==> src/rtl/core/srpg_pkg.sv <==
package srpg_pkg;

    // Field widths of the interface.
    localparam int SPEED_W     = 16;
    localparam int POS_W       = 32;
    localparam int ACC_W       = 15;
    localparam int MAXS_W      = 7;
    localparam int FRAC_BITS   = 8;
    localparam int CFG_INDEX_W = 4;
    localparam int CFG_DATA_W  = 15;

    // Register indexes of the configuration port.
    localparam logic [CFG_INDEX_W-1:0] REG_ACCELERATION = CFG_INDEX_W'(0);
    localparam logic [CFG_INDEX_W-1:0] REG_MAX_SPEED    = CFG_INDEX_W'(1);

    // Braking distance arithmetic: |d| * acc, doubled, rounded up, scaled down.
    localparam int MAG_W      = POS_W;
    localparam int MULT_W     = MAG_W + ACC_W;
    localparam int PROD_W     = MULT_W + 1;
    localparam int RAD_RAW_W  = PROD_W - FRAC_BITS;
    localparam int ROOT_W     = (RAD_RAW_W + 1) / 2;
    localparam int RAD_W      = 2 * ROOT_W;
    localparam int SQRT_CNT_W = $clog2(ROOT_W);
    localparam int FRAC_MASK  = (1 << FRAC_BITS) - 1;

    // Working width for speed sums before saturation.
    localparam int SCALED_W = MAXS_W + FRAC_BITS + 1;
    localparam int WIDE_W   = (SCALED_W > SPEED_W + 2) ? SCALED_W : SPEED_W + 2;

    localparam logic signed [WIDE_W-1:0] SAT_HI = WIDE_W'((2 ** (SPEED_W - 1)) - 1);
    localparam logic signed [WIDE_W-1:0] SAT_LO = ~SAT_HI;

    typedef enum logic [2:0] {
        ST_IDLE,
        ST_DIST,
        ST_MUL,
        ST_START,
        ST_ROOT,
        ST_SPEED,
        ST_WRITE
    } srpg_state_t;

    typedef struct packed {
        logic use_position;
        logic negative;
    } srpg_shape_ctrl_t;

    typedef struct packed {
        logic in_ready;
        logic load_item;
        logic load_dist;
        logic load_prod;
        logic sqrt_start;
        logic load_speed;
        logic commit;
    } srpg_ctrl_t;

    function automatic logic signed [SPEED_W-1:0] sat_speed(
        input logic signed [WIDE_W-1:0] v
    );
        logic signed [SPEED_W-1:0] r;
        if (v > SAT_HI)
        begin
            r = SAT_HI[SPEED_W-1:0];
        end
        else if (v < SAT_LO)
        begin
            r = SAT_LO[SPEED_W-1:0];
        end
        else
        begin
            r = v[SPEED_W-1:0];
        end
        return r;
    endfunction

endpackage

==> src/rtl/core/speed_ramp_position_generator.sv <==
// Channel   Direction  Handshake               Contents
// in        input      in_valid / in_ready     one servo tick: flags and targets
// out       output     out_valid / out_ready   position consign, speed, finished
// cfg       input      cfg_valid / cfg_ready   register index and write data
//
// A tick in position mode runs distance, multiply, root load, the square root unit
// (one root bit per cycle), speed shaping and commit; a tick in speed mode runs
// only speed shaping and commit, and an inactive tick only commit.
// Reset clears the speed, the position consign and both configuration registers.
// A result waits in the output register until taken; the next transaction is
// accepted meanwhile and is held at its commit step until the output is free.
module speed_ramp_position_generator (
    input  logic                                 clk,
    input  logic                                 rst_n,

    input  logic                                 in_valid,
    output logic                                 in_ready,
    input  logic                                 active,
    input  logic                                 completion_check,
    input  logic                                 use_position,
    input  logic signed [srpg_pkg::SPEED_W-1:0]  speed_target,
    input  logic signed [srpg_pkg::POS_W-1:0]    position_target,

    output logic                                 out_valid,
    input  logic                                 out_ready,
    output logic signed [srpg_pkg::POS_W-1:0]    position_consign,
    output logic signed [srpg_pkg::SPEED_W-1:0]  current_speed,
    output logic                                 finished,

    input  logic                                 cfg_valid,
    output logic                                 cfg_ready,
    input  logic [srpg_pkg::CFG_INDEX_W-1:0]     cfg_index,
    input  logic [srpg_pkg::CFG_DATA_W-1:0]      cfg_data
);

    srpg_pkg::srpg_state_t state_reg;
    srpg_pkg::srpg_state_t state_next;
    srpg_pkg::srpg_ctrl_t  ctrl;

    // Configuration registers.
    logic [srpg_pkg::ACC_W-1:0]          acc_reg;
    logic [srpg_pkg::MAXS_W-1:0]         maxs_reg;

    // Axis state; it also serves as the output register.
    logic signed [srpg_pkg::SPEED_W-1:0] speed_reg;
    logic signed [srpg_pkg::POS_W-1:0]   pos_reg;
    logic                                fin_reg;
    logic                                out_valid_reg;

    // The accepted tick.
    logic                                act_reg;
    logic                                chk_reg;
    logic                                usep_reg;
    logic signed [srpg_pkg::SPEED_W-1:0] spt_reg;
    logic signed [srpg_pkg::POS_W-1:0]   pst_reg;

    // Working registers.
    logic [srpg_pkg::MAG_W-1:0]          mag_reg;
    logic                                neg_reg;
    logic [srpg_pkg::MULT_W-1:0]         prod_reg;
    logic signed [srpg_pkg::SPEED_W-1:0] new_speed_reg;

    logic signed [srpg_pkg::POS_W-1:0]   distance;
    logic [srpg_pkg::PROD_W-1:0]         rad_full;
    logic [srpg_pkg::RAD_W-1:0]          radicand;
    logic [srpg_pkg::ROOT_W-1:0]         root;
    logic                                sqrt_done;
    logic signed [srpg_pkg::SPEED_W-1:0] shaped_speed;
    logic signed [srpg_pkg::SPEED_W-1:0] whole;
    logic signed [srpg_pkg::POS_W-1:0]   pos_step;
    logic                                out_free;
    srpg_pkg::srpg_shape_ctrl_t          shape_ctrl;

    assign out_free = !out_valid_reg || out_ready;
    assign cfg_ready = 1'b1;

    // Distance to go, wrapping in 32 bits, and its magnitude.
    assign distance = pst_reg - pos_reg;

    // ceil(2 * |d| * acc / 2^FRAC_BITS) feeds the root unit.
    assign rad_full = {prod_reg, 1'b0} + srpg_pkg::PROD_W'(srpg_pkg::FRAC_MASK);
    assign radicand = srpg_pkg::RAD_W'(rad_full[srpg_pkg::PROD_W-1:srpg_pkg::FRAC_BITS]);

    // The consign moves by the speed's integer part, rounded toward minus infinity.
    assign whole    = new_speed_reg >>> srpg_pkg::FRAC_BITS;
    assign pos_step = srpg_pkg::POS_W'(whole);

    assign shape_ctrl.use_position = usep_reg;
    assign shape_ctrl.negative     = neg_reg;

    srpg_sqrt u_sqrt (
        .clk      (clk),
        .rst_n    (rst_n),
        .start    (ctrl.sqrt_start),
        .radicand (radicand),
        .done     (sqrt_done),
        .root     (root)
    );

    srpg_shape u_shape (
        .speed_cur    (speed_reg),
        .speed_target (spt_reg),
        .acc          (acc_reg),
        .max_speed    (maxs_reg),
        .root         (root),
        .ctrl         (shape_ctrl),
        .speed_new    (shaped_speed)
    );

    // Sequencer: next state.
    always_comb
    begin
        state_next = state_reg;
        unique case (state_reg)
            srpg_pkg::ST_IDLE:
            begin
                if (in_valid)
                begin
                    if (!active)
                    begin
                        state_next = srpg_pkg::ST_WRITE;
                    end
                    else if (use_position)
                    begin
                        state_next = srpg_pkg::ST_DIST;
                    end
                    else
                    begin
                        state_next = srpg_pkg::ST_SPEED;
                    end
                end
            end
            srpg_pkg::ST_DIST:  state_next = srpg_pkg::ST_MUL;
            srpg_pkg::ST_MUL:   state_next = srpg_pkg::ST_START;
            srpg_pkg::ST_START: state_next = srpg_pkg::ST_ROOT;
            srpg_pkg::ST_ROOT:
            begin
                if (sqrt_done)
                begin
                    state_next = srpg_pkg::ST_SPEED;
                end
            end
            srpg_pkg::ST_SPEED: state_next = srpg_pkg::ST_WRITE;
            srpg_pkg::ST_WRITE:
            begin
                if (out_free)
                begin
                    state_next = srpg_pkg::ST_IDLE;
                end
            end
            default:            state_next = srpg_pkg::ST_IDLE;
        endcase
    end

    // Sequencer: control outputs.
    always_comb
    begin
        ctrl = '0;
        unique case (state_reg)
            srpg_pkg::ST_IDLE:
            begin
                ctrl.in_ready  = 1'b1;
                ctrl.load_item = in_valid;
            end
            srpg_pkg::ST_DIST:  ctrl.load_dist  = 1'b1;
            srpg_pkg::ST_MUL:   ctrl.load_prod  = 1'b1;
            srpg_pkg::ST_START: ctrl.sqrt_start = 1'b1;
            srpg_pkg::ST_ROOT:  ctrl = '0;
            srpg_pkg::ST_SPEED: ctrl.load_speed = 1'b1;
            srpg_pkg::ST_WRITE: ctrl.commit     = out_free;
            default:            ctrl = '0;
        endcase
    end

    assign in_ready = ctrl.in_ready;

    always_ff @(posedge clk or negedge rst_n)
    begin
        if (!rst_n)
        begin
            state_reg <= srpg_pkg::ST_IDLE;
        end
        else
        begin
            state_reg <= state_next;
        end
    end

    // Configuration writes; an index beyond the register list is dropped.
    always_ff @(posedge clk or negedge rst_n)
    begin
        if (!rst_n)
        begin
            acc_reg  <= '0;
            maxs_reg <= '0;
        end
        else if (cfg_valid)
        begin
            unique case (cfg_index)
                srpg_pkg::REG_ACCELERATION: acc_reg  <= cfg_data[srpg_pkg::ACC_W-1:0];
                srpg_pkg::REG_MAX_SPEED:    maxs_reg <= cfg_data[srpg_pkg::MAXS_W-1:0];
                default:                    ;
            endcase
        end
    end

    // Axis state and output handshake. The state only changes at commit, which
    // waits for a free output register, so it doubles as the result payload.
    always_ff @(posedge clk or negedge rst_n)
    begin
        if (!rst_n)
        begin
            speed_reg     <= '0;
            pos_reg       <= '0;
            fin_reg       <= 1'b0;
            out_valid_reg <= 1'b0;
        end
        else if (ctrl.commit)
        begin
            out_valid_reg <= 1'b1;
            if (act_reg)
            begin
                speed_reg <= new_speed_reg;
                pos_reg   <= pos_reg + pos_step;
                fin_reg   <= chk_reg && usep_reg && (new_speed_reg == '0);
            end
            else
            begin
                fin_reg <= 1'b0;
            end
        end
        else if (out_ready)
        begin
            out_valid_reg <= 1'b0;
        end
    end

    // Datapath registers for the tick in progress.
    always_ff @(posedge clk)
    begin
        if (ctrl.load_item)
        begin
            act_reg  <= active;
            chk_reg  <= completion_check;
            usep_reg <= use_position;
            spt_reg  <= speed_target;
            pst_reg  <= position_target;
            neg_reg  <= 1'b0;
        end
        if (ctrl.load_dist)
        begin
            neg_reg <= distance[srpg_pkg::POS_W-1];
            mag_reg <= distance[srpg_pkg::POS_W-1] ? srpg_pkg::MAG_W'(-distance)
                                                   : srpg_pkg::MAG_W'(distance);
        end
        if (ctrl.load_prod)
        begin
            prod_reg <= srpg_pkg::MULT_W'(mag_reg) * srpg_pkg::MULT_W'(acc_reg);
        end
        if (ctrl.load_speed)
        begin
            new_speed_reg <= shaped_speed;
        end
    end

    assign out_valid        = out_valid_reg;
    assign position_consign = pos_reg;
    assign current_speed    = speed_reg;
    assign finished         = fin_reg;

endmodule

==> src/rtl/core/srpg_sqrt.sv <==
module srpg_sqrt (
    input  logic                           clk,
    input  logic                           rst_n,
    input  logic                           start,
    input  logic [srpg_pkg::RAD_W-1:0]     radicand,
    output logic                           done,
    output logic [srpg_pkg::ROOT_W-1:0]    root
);

    localparam int RW = srpg_pkg::ROOT_W;

    logic                               busy_reg;
    logic [srpg_pkg::SQRT_CNT_W-1:0]    cnt_reg;
    logic [srpg_pkg::RAD_W-1:0]         rad_reg;
    logic [RW:0]                        rem_reg;
    logic [RW-1:0]                      root_reg;

    logic [RW+2:0]                      rem_shift;
    logic [RW+2:0]                      trial;
    logic [RW+2:0]                      diff;
    logic                               take;

    // One root bit per cycle: bring down two radicand bits and try a subtract.
    always_comb
    begin
        rem_shift = {rem_reg, rad_reg[srpg_pkg::RAD_W-1 -: 2]};
        trial     = {1'b0, root_reg, 2'b01};
        diff      = rem_shift - trial;
        take      = (rem_shift >= trial);
    end

    assign done = busy_reg && (cnt_reg == '0);
    assign root = root_reg;

    always_ff @(posedge clk or negedge rst_n)
    begin
        if (!rst_n)
        begin
            busy_reg <= 1'b0;
            cnt_reg  <= '0;
        end
        else if (start)
        begin
            busy_reg <= 1'b1;
            cnt_reg  <= srpg_pkg::SQRT_CNT_W'(RW - 1);
        end
        else if (busy_reg)
        begin
            if (cnt_reg == '0)
            begin
                busy_reg <= 1'b0;
            end
            else
            begin
                cnt_reg <= cnt_reg - 1'b1;
            end
        end
    end

    always_ff @(posedge clk)
    begin
        if (start)
        begin
            rad_reg  <= radicand;
            rem_reg  <= '0;
            root_reg <= '0;
        end
        else if (busy_reg)
        begin
            rad_reg  <= {rad_reg[srpg_pkg::RAD_W-3:0], 2'b00};
            rem_reg  <= take ? diff[RW:0] : rem_shift[RW:0];
            root_reg <= {root_reg[RW-2:0], take};
        end
    end

endmodule

==> src/rtl/core/srpg_shape.sv <==
module srpg_shape (
    input  logic signed [srpg_pkg::SPEED_W-1:0] speed_cur,
    input  logic signed [srpg_pkg::SPEED_W-1:0] speed_target,
    input  logic        [srpg_pkg::ACC_W-1:0]   acc,
    input  logic        [srpg_pkg::MAXS_W-1:0]  max_speed,
    input  logic        [srpg_pkg::ROOT_W-1:0]  root,
    input  srpg_pkg::srpg_shape_ctrl_t          ctrl,
    output logic signed [srpg_pkg::SPEED_W-1:0] speed_new
);

    localparam int WW = srpg_pkg::WIDE_W;

    logic signed [WW-1:0]                                       cur_w;
    logic signed [WW-1:0]                                       tgt_w;
    logic signed [WW-1:0]                                       acc_w;
    logic signed [WW-1:0]                                       diff_w;
    logic signed [WW-1:0]                                       mag_w;
    logic signed [WW-1:0]                                       lo_w;
    logic signed [WW-1:0]                                       hi_w;
    logic signed [WW-1:0]                                       scaled_w;
    logic signed [WW-1:0]                                       bound_w;
    logic signed [srpg_pkg::SPEED_W-1:0]                        scaled_sat;
    logic        [srpg_pkg::MAXS_W-1:0]                         capped;
    logic        [srpg_pkg::MAXS_W+srpg_pkg::FRAC_BITS-1:0]    mag_sc;

    always_comb
    begin
        cur_w  = WW'(speed_cur);
        tgt_w  = WW'(speed_target);
        acc_w  = $signed(WW'(acc));
        lo_w   = cur_w - acc_w;
        hi_w   = cur_w + acc_w;
        diff_w = tgt_w - cur_w;
        mag_w  = (diff_w < 0) ? -diff_w : diff_w;

        // Position mode: cap, sign, scale the braking speed and limit its step.
        if (root > srpg_pkg::ROOT_W'(max_speed))
        begin
            capped = max_speed;
        end
        else
        begin
            capped = root[srpg_pkg::MAXS_W-1:0];
        end
        mag_sc     = {capped, srpg_pkg::FRAC_BITS'(0)};
        scaled_w   = $signed(WW'(mag_sc));
        if (ctrl.negative)
        begin
            scaled_w = -scaled_w;
        end
        scaled_sat = srpg_pkg::sat_speed(scaled_w);
        bound_w    = WW'(scaled_sat);
        if (bound_w < lo_w)
        begin
            bound_w = lo_w;
        end
        else if (bound_w > hi_w)
        begin
            bound_w = hi_w;
        end

        if (ctrl.use_position)
        begin
            speed_new = srpg_pkg::sat_speed(bound_w);
        end
        else if (mag_w < acc_w)
        begin
            speed_new = speed_target;
        end
        else if (tgt_w > cur_w)
        begin
            speed_new = srpg_pkg::sat_speed(hi_w);
        end
        else
        begin
            speed_new = srpg_pkg::sat_speed(lo_w);
        end
    end

endmodule

==> config.mk <==
export PLATFORM = sky130hd
export DESIGN_NAME = speed_ramp_position_generator
export DESIGN_NICKNAME = d
export VERILOG_FILES = /design/src/rtl/core/srpg_pkg.sv /design/src/rtl/core/speed_ramp_position_generator.sv /design/src/rtl/core/srpg_sqrt.sv /design/src/rtl/core/srpg_shape.sv
export SDC_FILE = /design/constraint.sdc
export NUM_CORES = 2
export LEC_CHECK = 0
export ABC_CLOCK_PERIOD_IN_PS = 17400
export BUFFER_PORTS_ARGS = -buffer_cell sky130_fd_sc_hd__buf_2
export CAP_MARGIN = 20
export CORE_MARGIN = 8
export CORE_UTILIZATION = 30
export DETAILED_ROUTE_END_ITERATION = 16
export PLACE_DENSITY_LB_ADDON = 0.25
export REMOVE_ABC_BUFFERS = 1
export SLEW_MARGIN = 20
export SYNTH_ARGS = -nofsm -noshare
export SYNTH_HDL_FRONTEND = slang
export SYNTH_SLANG_ARGS = --single-unit
==> constraint.sdc <==
create_clock -name clk -period 17.4 [get_ports clk]
set_clock_uncertainty 0.1 [all_clocks]
set_input_delay 0.87 -clock clk [delete_from_list [all_inputs] [get_ports clk]]
set_output_delay 0.87 -clock clk [all_outputs]
set_load 0.01 [all_outputs]
==> results.toml <==
[clock_tree]
max-clock-path-buffers = 3
cts.hold.buffers_added = 0
cts_resized = 0
clkSinkCount = 309
cts_tree = "done"
htree_levels = 2
cts_buffers = 41
cts_setup_buffers = 0
cts-root-buf = "clkbuf_16"
worstSkewPairLatency_ns = 0.62
path_clk_slew_ns = 0.06

[outcome]
status = "finished clean"

[sta]
drv_slew = 0
max-slew-margin-rel = 0.291
tns_ns = 0
hold_viol_final = 0
rsz0062_at_grt = "no"
setup_viol = 0
period_share = 0.441
tightest_slew_ns = 1.06
post-route-min-period_ns = 7.67
max_freq_mhz = 130

[layout]
fin_nets = 4608
largest_register_ffs = 47
area_delta_synth_final_pct = 10.5
drive_above_1_share = 0.0805

[floorplanning]
start_util = 0.303
ios = 127
dieArea_mm2 = 0.129
die_w_um = 359
core_mm2 = 0.116
die_h_um = 359
row_count = 125

[drt]
drtPass1Iterations = 5
drc_errors = 0
drt-vias-per-instance = 4.92
drtIter0Drc = 1654
vias = 26700
wl_per_cell_um = 18.1
finalWirelength_mm = 98.0
ant_nets = 0

[yosys]
yosysUniqueCellTypes = 92
seq_area_frac_synth = 0.240
synth_top_area_frac = 0.223
synth_area_leaders = "fa_1 22%, edfxtp_1 16%, ha_1 10%, dfrtp_1 5.7%, nand2_1 5.1%"
yosys.area.top_type = "fa_1"
synth_edf_count = 187
synth_area_mm2 = 0.0353
synth_cells = 3794
ys_ff_latch = 309
async_flop_share = 0.262
synth_area_per_cell_um2 = 9.29
yosys_warnings = 0
synth_flop_cell = "edfxtp_1"

[grt]
grt-ovfl-total = 0
antenna_found_initial = 7
first_global_vias = 27900
globalRouteTotalUtil = 0.154
grt_max_degree = 93
grt_pass1_wl_mm = 158

[setup_path]
cp-start-kind = "flop"
critPathMaxFanout = 34
worstSetupPathType = "flop to flop"
arrival_ns = 7.92
crit_path_end_kind = "flop"
cp.required_ns = 17.65

[place]
port-buffer-count = 125
hpwl_mm = 76.3
gp_congestion = 0.902

[worst_hold_path]
hold_path_class = "primary input to async pin"

[job]
drv_cap = 0
-- per-stage QoR --
step	std cells	hold slack (ns)	util	instance area (um^2)	worst slack, ns
after floorplan	3652	0.365	-	34700	10.23
after global placement	5335	0.362	0.323	37500	9.78
after detailed placement	5335	0.375	0.323	37500	9.73
after CTS	5410	0.123	0.335	38900	9.70
after global routing	5412	0.151	0.335	38900	9.22
final	5414	0.145	0.335	38900	9.73
-- routing by layer --
metal,global-route usage,part of all wire
met1,0.208,0.46
met2,0.247,0.45
met3,0.0314,0.059
met4,0.0513,0.036
met5,0,0.00022
-- cells in the mapped netlist (18+ instances only) --
| master | instances |
|---|---|
| a211oi_1 | 18 |
| a21o_1 | 57 |
| a21oi_1 | 164 |
| a31oi_1 | 26 |
| and2_1 | 215 |
| clkbuf_1 | 130 |
| dfrtp_1 | 81 |
| dfxtp_1 | 41 |
| edfxtp_1 | 187 |
| fa_1 | 393 |
| ha_1 | 286 |
| inv_1 | 452 |
| mux2_2 | 28 |
| mux2i_1 | 56 |
| nand2_1 | 480 |
| nand2b_1 | 33 |
| nand3_1 | 51 |
| nand4_1 | 32 |
| nor2_1 | 199 |
| nor2b_1 | 27 |
| nor3_1 | 61 |
| o21a_1 | 49 |
| o21ai_0 | 209 |
| o21bai_1 | 21 |
| or3_1 | 19 |
| xnor2_1 | 157 |
| xor2_1 | 78 |
-- worst max-delay path, stage by stage, from the launching register on --
cell      delay (ns)
dfrtp_1         0.32
buf_4           0.41
nand2_1         0.15
fa_1            0.56
inv_1           0.05
fa_1            0.50
fa_1            0.52
fa_1            0.53
fa_1            0.53
fa_1            0.53
ha_1            0.39
nand2_1         0.13
or3_1           0.41
o32a_1          0.37
o211ai_1        0.09
a31oi_1         0.08
o22ai_1         0.25
o22ai_1         0.16
o21ai_0         0.43
a41o_1          0.26
nor2_1          0.06
o21ai_0         0.27
a211oi_1        0.14
xnor2_1         0.14
-- final cells by class --
| class | count | area, um^2 |
|---|---|---|
| fill | 12200 | 77400 |
| multi-input combinational | 2889 | 24600 |
| sequential | 309 | 8460 |
| tap | 1524 | 1910 |
| inverter | 454 | 1700 |
| clock buffer | 46 | 1090 |
| timing repair buffer | 159 | 883 |
| clock inverter | 29 | 305 |
| antenna | 4 | 10.0 |
-- cell families after synthesis --
kind of cell / synth area share
xor+xnor: 0.0584
mux: 0.0248
buf+inv: 0.0640
simple gates: 0.168
other cells: 0.000106
compound gates: 0.120
flops: 0.240
fa+ha+maj: 0.325
-- worst paths after layout --
path / startpoint / to / slack [ns] / depth (start not counted)
min: rst_n / maxs_reg[4] / 0.15 / 1
max in group asynchronous: rst_n / position_consign[1] / 15.93 / 2
max: acc_reg[14] / prod_reg[45] / 9.73 / 23
min reg2reg: finished / finished / 0.38 / 2
min in group clk: position_target[13] / pst_reg[13] / 0.32 / 1
max reg2reg: acc_reg[14] / prod_reg[45] / 9.73 / 23
-- placed cells by master, fill, tap and decap left out, types with 28 or more instances in the layout --
cell / n
nand2_1: 480
inv_1: 452
fa_1: 393
ha_1: 286
and2_1: 215
o21ai_0: 209
nor2_1: 198
edfxtp_1: 187
a21oi_1: 164
xnor2_1: 156
buf_2: 124
dfrtp_1: 80
xor2_1: 78
nor3_1: 60
a21o_1: 57
mux2i_1: 56
nand3_1: 51
o21a_1: 49
clkbuf_16: 42
dfxtp_1: 41
buf_4: 35
nand4_1: 32
nand2b_1: 32
mux2_2: 28
Power is left out: the tool's default activity adds up to more than one toggle a clock period on the data nets, which glitch-free logic cannot reach.
